`config.mk`:
```
export PLATFORM = sky130hd
export DESIGN_NAME = slmr_mulmod
export DESIGN_NICKNAME = d
export VERILOG_FILES = /design/src/rtl/shuffled_minimal_lcg_rng_defines.svh /design/src/rtl/slmr_pkg.sv /design/src/rtl/slmr_mulmod.sv
export SDC_FILE = /design/constraint.sdc
export NUM_CORES = 1
export LEC_CHECK = 0
export ABC_AREA = 1
export BUFFER_PORTS_ARGS = -buffer_cell sky130_fd_sc_hd__buf_2
export CORE_ASPECT_RATIO = 0.7
export CORE_MARGIN = 2
export CORE_UTILIZATION = 50
export CTS_CLUSTER_SIZE = 40
export DETAILED_ROUTE_END_ITERATION = 10
export PLACE_DENSITY = 0.75
export SETUP_SLACK_MARGIN = 0.02
export SYNTH_ARGS = -nofsm -noshare
export SYNTH_HDL_FRONTEND = slang
export SYNTH_SLANG_ARGS = --single-unit
```
`constraint.sdc`:
```
create_clock -name clk_i -period 8.4 [get_ports clk_i]
set_input_delay 1.26 -clock clk_i [delete_from_list [all_inputs] [get_ports clk_i]]
set_output_delay 1.26 -clock clk_i [all_outputs]
set_load 0.1 [all_outputs]
```
`src/rtl/shuffled_minimal_lcg_rng_defines.svh`:
```
// Assertion macros used by the top-level RTL file of the shuffled Lehmer generator.
`ifndef SHUFFLED_MINIMAL_LCG_RNG_DEFINES_SVH
`define SHUFFLED_MINIMAL_LCG_RNG_DEFINES_SVH

`ifndef ASSERT_OFF
// Property checked on every rising clock edge outside reset.
`define SLMR_ASSERT(name, clk, rst_n, prop) \
  name: assert property (@(posedge clk) disable iff (!rst_n) (prop)) \
    else $error("assertion failed");
// Condition that must never be seen outside reset.
`define SLMR_ASSERT_NEVER(name, clk, rst_n, cond) \
  `SLMR_ASSERT(name, clk, rst_n, !(cond))
`else
`define SLMR_ASSERT(name, clk, rst_n, prop)
`define SLMR_ASSERT_NEVER(name, clk, rst_n, cond)
`endif

`endif

```
`src/rtl/slmr_pkg.sv`:
```
// Constants and shared types of the shuffled Lehmer generator.
package slmr_pkg;

  localparam int unsigned ValueW = 31;
  localparam int unsigned MulW = 15;
  localparam int unsigned ProdW = ValueW + MulW;

  localparam logic [ValueW-1:0] LehmerMod = 31'h7FFF_FFFF;
  localparam logic [MulW-1:0] LehmerMul = 15'd16807;

  localparam int unsigned WarmupExtra = 8;
  localparam int unsigned TableSizeDefault = 32;

  // Operation codes of an input item.
  localparam logic OpDraw = 1'b0;
  localparam logic OpSeed = 1'b1;

  // Request to the shared multiply and fold unit.
  typedef struct packed {
    logic              load;
    logic [ValueW-1:0] a;
    logic [MulW-1:0]   b;
  } mul_req_t;

endpackage

```
`src/rtl/slmr_mulmod.sv`:
```
// Shared multiplier with registered product and a fold modulo 2^31-1.
module slmr_mulmod
  import slmr_pkg::*;
(
  input  logic              clk_i,
  input  mul_req_t          req_i,
  output logic [ProdW-1:0]  prod_o,
  output logic [ValueW-1:0] mod_o
);

  logic [ProdW-1:0]  prod_d;
  logic [ProdW-1:0]  prod_q;
  logic [ValueW:0]   fold_sum;
  logic [ValueW:0]   fold_sub;

  assign prod_d = {{MulW{1'b0}}, req_i.a} * {{ValueW{1'b0}}, req_i.b};

  always_ff @(posedge clk_i) begin
    if (req_i.load) begin
      prod_q <= prod_d;
    end
  end

  // Since 2^31 is congruent to 1, the high part adds onto the low part.
  // One conditional subtract finishes the reduction for products of a
  // residue by the 15 bit multiplier.
  assign fold_sum = {1'b0, prod_q[ValueW-1:0]}
                  + {{(ValueW + 1 - MulW){1'b0}}, prod_q[ProdW-1:ValueW]};
  assign fold_sub = fold_sum - {1'b0, LehmerMod};

  assign mod_o  = (fold_sum >= {1'b0, LehmerMod}) ? fold_sub[ValueW-1:0]
                                                  : fold_sum[ValueW-1:0];
  assign prod_o = prod_q;

endmodule
```
==> results of run 1 <==
==> routing by layer <==
layer	GRT usage [%]	vias up
met2	43.5	664
met4	4.54	0
met1	43.3	8340
met3	5.01	79
met5	0	-
li1	-	7858
==> worst min-delay path, cell delays in order <==
cell and delay, ns:
buf_2 0.23, nand2_1 0.17, inv_1 0.07
==> metrics by stage <==
step / instance area (um^2) / util [%] / hold slack, ns
3_5_place_dp: 20500 / 53.3 / 1.90
2_1_floorplan: 19600 / - / 1.37
5_1_grt: 20700 / 53.7 / 1.60
3_3_place_gp: 20500 / 53.3 / 1.89
6_report: 20700 / 53.7 / 1.61
4_1_cts: 20700 / 53.7 / 1.59
==> layout make-up <==
| type | count | share of cell area, % |
|---|---|---|
| Clock buffer | 6 | 0.624 |
| Clock inverter | 2 | 0.0666 |
| Inverter | 819 | 14.9 |
| Multi-Input combinational cell | 1769 | 71.6 |
| Sequential cell | 46 | 6.68 |
| Tap cell | 527 | 3.19 |
| Timing Repair Buffer | 124 | 3.00 |
==> worst max path at each step <==
stage / to / slack [ns] / cells after the start
after CTS: prod_o[33] / 0.99 / 20
after floorplan: prod_o[29] / 1.96 / 22
after global routing: prod_o[33] / 0.56 / 20
after global placement: prod_o[33] / 0.73 / 20
final: prod_o[33] / 0.78 / 20
after detailed placement: prod_o[33] / 0.65 / 20
==> synth_stat cells <==
master,number
a21boi_0,6
a21o_1,7
a21oi_1,61
a21oi_2,2
a221oi_1,2
a31oi_1,7
and2_1,2
and2_2,1
and3_1,1
buf_1,3
buf_2,2
buf_6,1
clkbuf_1,76
clkinv_1,3
edfxtp_1,46
fa_1,376
ha_1,126
inv_1,810
inv_2,6
nand2_1,805
nand2_2,18
nand2_4,2
nand3_1,76
nand3_2,7
nand3b_1,7
nand4_1,21
nor2_1,104
nor2_2,9
nor2_8,1
nor3_1,14
nor3_2,1
nor3b_1,1
nor4_1,1
o211ai_1,1
o21a_1,1
o21ai_0,36
o21ai_4,1
o21bai_1,8
o31a_1,1
o31ai_1,1
or2_1,2
xnor2_1,19
xor2_1,41
==> cells in the final DEF (no fill, tap or decap), types with 3 or more instances in the layout <==
| master | n |
|---|---|
| a21boi_0 | 6 |
| a21o_1 | 7 |
| a21oi_1 | 61 |
| a31oi_1 | 7 |
| buf_2 | 124 |
| clkbuf_16 | 5 |
| clkinv_1 | 3 |
| edfxtp_1 | 46 |
| fa_1 | 376 |
| ha_1 | 126 |
| inv_1 | 810 |
| inv_2 | 6 |
| nand2_1 | 805 |
| nand2_2 | 18 |
| nand3_1 | 76 |
| nand3_2 | 7 |
| nand3b_1 | 7 |
| nand4_1 | 21 |
| nor2_1 | 104 |
| nor2_2 | 9 |
| nor3_1 | 14 |
| o21ai_0 | 36 |
| o21bai_1 | 8 |
| xnor2_1 | 19 |
| xor2_1 | 41 |
==> cell families after synthesis <==
| logic type | Yosys count |
|---|---|
| and+or+nand+nor | 1073 |
| buffers and inverters | 901 |
| adders and majority gates | 502 |
| AOI/OAI and AO/OA | 134 |
| xor gates and xnor gates | 60 |
| DFF | 46 |
==> results.md, run 1 <==
- Counting instances, the worst hold path has a depth of 3.
- The clock transition at the registers of the reported paths is 0.06 ns.
- The number of buffer and inverter stages on the critical path is 5.
- Across the whole layout, storage elements account for 0.00138 mm^2.
- Routability-driven placement finished with a final weighted congestion of 0.979.
- The total routed wire length on the met1 layer is 25.5 mm.
- Before antenna repair, the detailed router went through 6 iterations.
- The number of synthesis warnings is 0.
- The via count is 16,900.
- The net count reported at finish is 3,315.
- After detailed routing, the met2 layer carries 23.6 mm of wire.
- Row generation in the floorplan step produced 60 rows.
- The initial antenna violation count is 2.
- Port buffering added 124 buffers.
- Buffers added to address setup during post-CTS repair amount to 0.
- The critical path is of the input port to flip-flop type.
- The area share of fa/ha/maj cells after synthesis is 46.5%.
- The proportion of layout cells with a drive suffix above 1 is 6.47%.
- In the post-synthesis netlist, the biggest area contributors are fa_1 38%, inv_1 16%, nand2_1 15%.
- The final number of setup-violating endpoints is 0.
- For the worst setup path, the data required time is 8.45 ns.
- For this design the top-level I/O count stands at 125.
- The routed length per instance is 16.6 um.
- After technology mapping, the gate count stands at 2,716.
- After layout, the worst path uses 90.8% of the clock period.
- The highest net fanout along the worst path is 31.
- The average footprint of a synthesized cell is 7.20 um^2.
- The signed area change from the synthesized netlist to the final layout is 5.65%.
- The arrival time at the worst endpoint is 7.67 ns.
- Prior to clock tree synthesis, the placed netlist has a worst setup slack of 0.652 ns.
- The overall die width is 240 um.
- The number of antenna diodes in the final layout is 0.
- The share of Yosys cell area claimed by the top area cell type is 38.5%.
- The detail route stage leaves a number of antenna-violating nets equal to 0.
- The total negative slack for setup checks is 0 ns.
- After detailed routing, the number of remaining DRC violations is 0.
- The routed length on met3 is 4.90 mm.
- The DRC violation total after the first TritonRoute iteration is 1,622.
- The number of resized instances in the post-cts repair step is 0.
- The uppermost layer routed is met4.
- Once placement completed, the tool counted placed cells totaling 3,285.
- The cell type with the highest occurrence count on the critical path is fa_1.
- The maximum root-to-sink buffer count is 2.
- The slew at the pin with the worst max-slew slack is 1.07 ns.
- The flow ran to the end, and the final reports show no timing, DRC or antenna violations.
- The final worst setup slack is 0.777 ns.
- The maximum single-stage delay on the critical path is 0.54 ns.
- Setup repair after global routing left no endpoint under its margin.
- The routed design could run at a clock period as short as 7.62 ns.
- The number of storage elements in the synthesis netlist is 46.
- After legalization and detailed placement, the total HPWL measured 47.4 mm.
- The multiplexer area fraction after synthesis is 0%.
- Yosys mapped the design onto 43 distinct sky130hd cell types.
- The complex-gate fraction of the synthesized area is 3.93%.
- In the final layout, the multi-input gates occupy 0.0148 mm^2.
- Counting the buffers created by CTS gives 5.
- Of the total synthesized cell area, the portion taken by AND, OR, NAND and NOR gates is 22.4%.
- Entering global routing, the biggest net connects 47 pins.
- The hold violation total from the final report is 0.
- The library cell used as clock root buffer is clkbuf_16.
- Summed over all instances, the cell type with the most area after synthesis is fa_1.
- The die covers 0.0407 mm^2.
- Walking the worst path, the cells encountered are buf_2 -> nand2_1 -> fa_1 -> fa_1 -> inv_1 -> fa_1 -> inv_1 -> fa_1 -> inv_1 -> fa_1 -> fa_1 -> ha_1 -> nand2_1 -> nor2_1 -> inv_1 -> o21ai_0 -> a21boi_0 -> o21ai_0 -> a21oi_1 -> xnor2_1.
- The count of clock tree sinks is 46.
- Fill cells in the final layout number 3,702.
- The cell family contributing the most delay on the critical path is adder cells.
- Using the TritonRoute via totals, the vias-per-cell ratio works out to 5.14.
- After clock tree synthesis, the flow added hold-fix buffers numbering 0.
- The clock tree from TritonCTS is done.
- CTS built an H-tree with a depth of 2.
- The most critical setup path has its startpoint at req_i[4].
- For hold timing, the worst endpoint is prod_o[0].
- The slowest stage of the critical path is the fa_1 cell.
- The worst pin sits at a relative slew slack of 28.8%.
- After the flow finishes, the layout carries non-filler instances totaling 3,293.
- The height of the die is 169 um.
- The min-delay analysis places its worst path in the category input port to flip-flop.
- The synthesized netlist devotes 2.69% of its cell area to XOR and XNOR gates.
- The aggregate routed wire length is 54.8 mm.
- The initial cell density of the core is 50.8%.
- The highest clock rate is 131 MHz.
- The total global-route track usage is 28.5%.
- The critical hold path startpoint is req_i[15].
- The reported max-cap violation count is 0.
- Summing every instance area after synthesis gives 0.0196 mm^2.
- The via count of the first global-routing pass is 17,400.
- The first global-routing pass estimated 91.0 mm of wire.
- The number of slew-limit violations in the final report is 0.
- The sequential share of the synthesized area is 7.06%.
- The worst setup path is launched from an input port.
- The main combinational cell family by area after synthesis is adder cells.
- The sum of overflow across all layers after global routing is 0.
- STA classifies the critical path endpoint as a flip-flop.
- Counting every net in the synthesized netlist gives 3,266.
- The flip-flop count of the largest register, all copies and words added is 46.
- In this run the standard cell core region covers 0.0385 mm^2.
Power of run 1 is not shown: default switching activity piles up to over one toggle a cycle in this logic, so the estimate is an artifact.
==> inputs of run 2 (changes only) <==
--- a/config.mk
+++ b/config.mk
@@ -7,7 +7,7 @@
 export LEC_CHECK = 0
 export ABC_AREA = 1
 export BUFFER_PORTS_ARGS = -buffer_cell sky130_fd_sc_hd__buf_2
-export CORE_ASPECT_RATIO = 0.7
+export CORE_ASPECT_RATIO = 0.5
 export CORE_MARGIN = 2
 export CORE_UTILIZATION = 50
 export CTS_CLUSTER_SIZE = 40
==> run 2 against run 1 <==
Die area rose by 0.17%. Maximum frequency increased by 2.2%. Wire length is 5.3% lower. Count of clock-buffer cells in the layout is 1 lower.
==> results.md, run 2 (synthesis gave the netlist of run 1 again) <==
- The initial antenna violation count is 3 (+1).
- The aggregate routed wire length is 51.9 mm (-5.3%).
- The number of slew-limit violations in the final report is 0 (unchanged).
- The run finished with clean final reports.
- The placed instance count is 3,289 (+0.12%).
- The reported max-cap violation count is 0 (unchanged).
- The core area is 0.0387 mm^2 (+0.58%).
- The sum of overflow across all layers after global routing is 0 (unchanged).
- The arrival time at the worst endpoint is 7.49 ns (-0.18 ns).
- The number of buffers created by CTS is 5 (unchanged).
- STA classifies the critical path endpoint as a flip-flop.
- The final number of setup-violating endpoints is 0 (unchanged).
- The number of resized instances in the post-cts repair step came to 0 (unchanged).
- The DRC violation total after the first TritonRoute iteration is 1,481 (-8.7%).
- The maximum level of the CTS H-tree is 2 (unchanged).
- The via count of the first global-routing pass came to 17,200 (-1.5%).
- The flip-flop count of the largest register, all copies and words added came to 46 (unchanged).
- The routed length per instance is 15.7 um (-5.4%).
- Setup repair after global routing left no endpoint under its margin.
- The global-route wire length before repair was 86.3 mm (-5.2%).
- The hold violation total from the final report is 0 (unchanged).
- The detailed-router iteration count before antenna repair is 6 (unchanged).
- TritonCTS built the clock tree.
- The placement row count was 51 (-15%).
- The proportion of layout cells with a drive suffix above 1 is 6.54% (+0.070 points).
- The category of the worst setup path launch point is an input port.
- The part of the cycle the worst path needs came to 88.8% (-1.9 points).
- The remaining number of nets flagged by the antenna check after routing is 0 (unchanged).
- The largest net degree at the start of global routing is 47 (unchanged).
- The count of clock tree sinks is 46 (unchanged).
- The maximum root-to-sink buffer count was 2 (unchanged).
- The area used by multi-input combinational logic came to 0.0148 mm^2 (unchanged).
- The number of hold-repair buffers added at the cts stage is 0 (unchanged).
- The library cell used as clock root buffer is clkbuf_16.
- The number of buffers added for setup after CTS is 0 (unchanged).
- The required arrival time at the worst endpoint is 8.43 ns (-0.02 ns).
- The post-layout instance area came to 0.0207 mm^2 (about the same).
- The type of the worst setup path is input port to flip-flop.
- The placed instance area is 0.0205 mm^2 (about the same).
- The highest clock rate came to 134 MHz (+2.2%).
- The highest net fanout along the worst path is 31 (unchanged).
- The total global-route track usage was 26.3% (-2.2 points).
- The detailed-route vias per instance was 5.06 (-1.6%).
- The last weighted congestion value of the routability-driven placer is 0.952 (-2.8%).
- The via count is 16,700 (-1.4%).
- The most common cell after layout, fill and taps aside is inv_1.
- The initial cell density of the core came to 50.5% (-0.29 points).
- The number of remaining DRC errors came to 0 (unchanged).
- The clock transition at the registers of the reported paths is 0.06 ns (about the same).
- The total negative slack for setup checks is 0 ns (unchanged).
- The clock period minus final worst setup slack is 7.46 ns (-0.161 ns).
- The startpoint identified for the worst hold timing path is req_i[15].
- The footprint of the flip-flops and latches is 0.00138 mm^2 (unchanged).
- The worst min-delay path class is input port to flip-flop.
- The overall die width is 284 um (+18%).
- The quantity of I/O buffers inserted on ports was 124 (unchanged).
- The die footprint was 0.0408 mm^2 (+0.17%).
- The final cell count without fillers came to 3,298 (+0.15%).
- The signed area change from the synthesized netlist to the final layout is 5.75% (about the same).
- The net count reported at finish was 3,316 (+0.030%).
- The detailed-placement wirelength estimate is 43.4 mm (-8.6%).
- The cell count of the worst hold path came to 3 (unchanged).
- The fill cell total of the finished layout is 3,629 (-2.0%).
- The hold path endpoint is prod_o[0].
- The slew at the pin with the worst max-slew slack came to 0.964 ns (-0.104 ns).
- The number of placed I/O pins came to 125 (unchanged).
- In the layout the commonest cells are 810 x inv_1, 805 x nand2_1, 376 x fa_1.
- The height of the die is 144 um (-15%).
- The tightest slew margin relative to the limit was 35.7% (+6.9 points).
==> run 2: metal layers <==
metal / global-route usage (%) / wire length [um]
met4: 5.74 / 869
met1: 36.6 / 23200
met5: 0 / 27
met2: 44.6 / 23700
met3: 3.16 / 4130
==> run 2: final cells by class <==
class,instances,share of cell area [%]
clock buffer,5,0.605
sequential,46,6.68
multi-input combinational,1769,71.5
inverter,819,14.9
clock inverter,3,0.115
timing repair buffer,125,3.04
antenna,1,0.0121
tap,530,3.21
==> run 2: worst max-delay path, cell delays in order <==
cell and delay, ns:
buf_2 0.57, nand2_1 0.18, fa_1 0.50, fa_1 0.52, inv_1 0.05, fa_1 0.50
inv_1 0.05, fa_1 0.52, inv_1 0.05, fa_1 0.46, fa_1 0.38, ha_1 0.39
nand2_1 0.16, nor2_1 0.16, inv_1 0.07, o21ai_0 0.41, a21boi_0 0.30, o21ai_0 0.36
a21oi_1 0.16, xnor2_1 0.42
==> run 2: how the worst max path moves through the flow <==
stage | startpoint | endpoint | slack, ns | cells past startpoint
2_1_floorplan | req_i[0] | prod_o[29] | 1.96 | 22
3_3_place_gp | req_i[3] | prod_o[29] | 0.92 | 20
3_5_place_dp | req_i[3] | prod_o[29] | 0.80 | 20
4_1_cts | req_i[3] | prod_o[29] | 1.07 | 20
5_1_grt | req_i[3] | prod_o[29] | 0.63 | 20
6_report | req_i[3] | prod_o[29] | 0.94 | 20
==> run 2: metrics by stage <==
step | hold WS [ns] | util (%) | worst slack (ns)
finish | 1.51 | 53.4 | 0.938
global route | 1.53 | 53.4 | 0.631
CTS | 1.51 | 53.4 | 1.07
detailed placement | 1.81 | 53.0 | 0.803
global placement | 1.80 | 53.0 | 0.924
floorplan | 1.37 | - | 1.96
Power of run 2 is left out for the same reason.
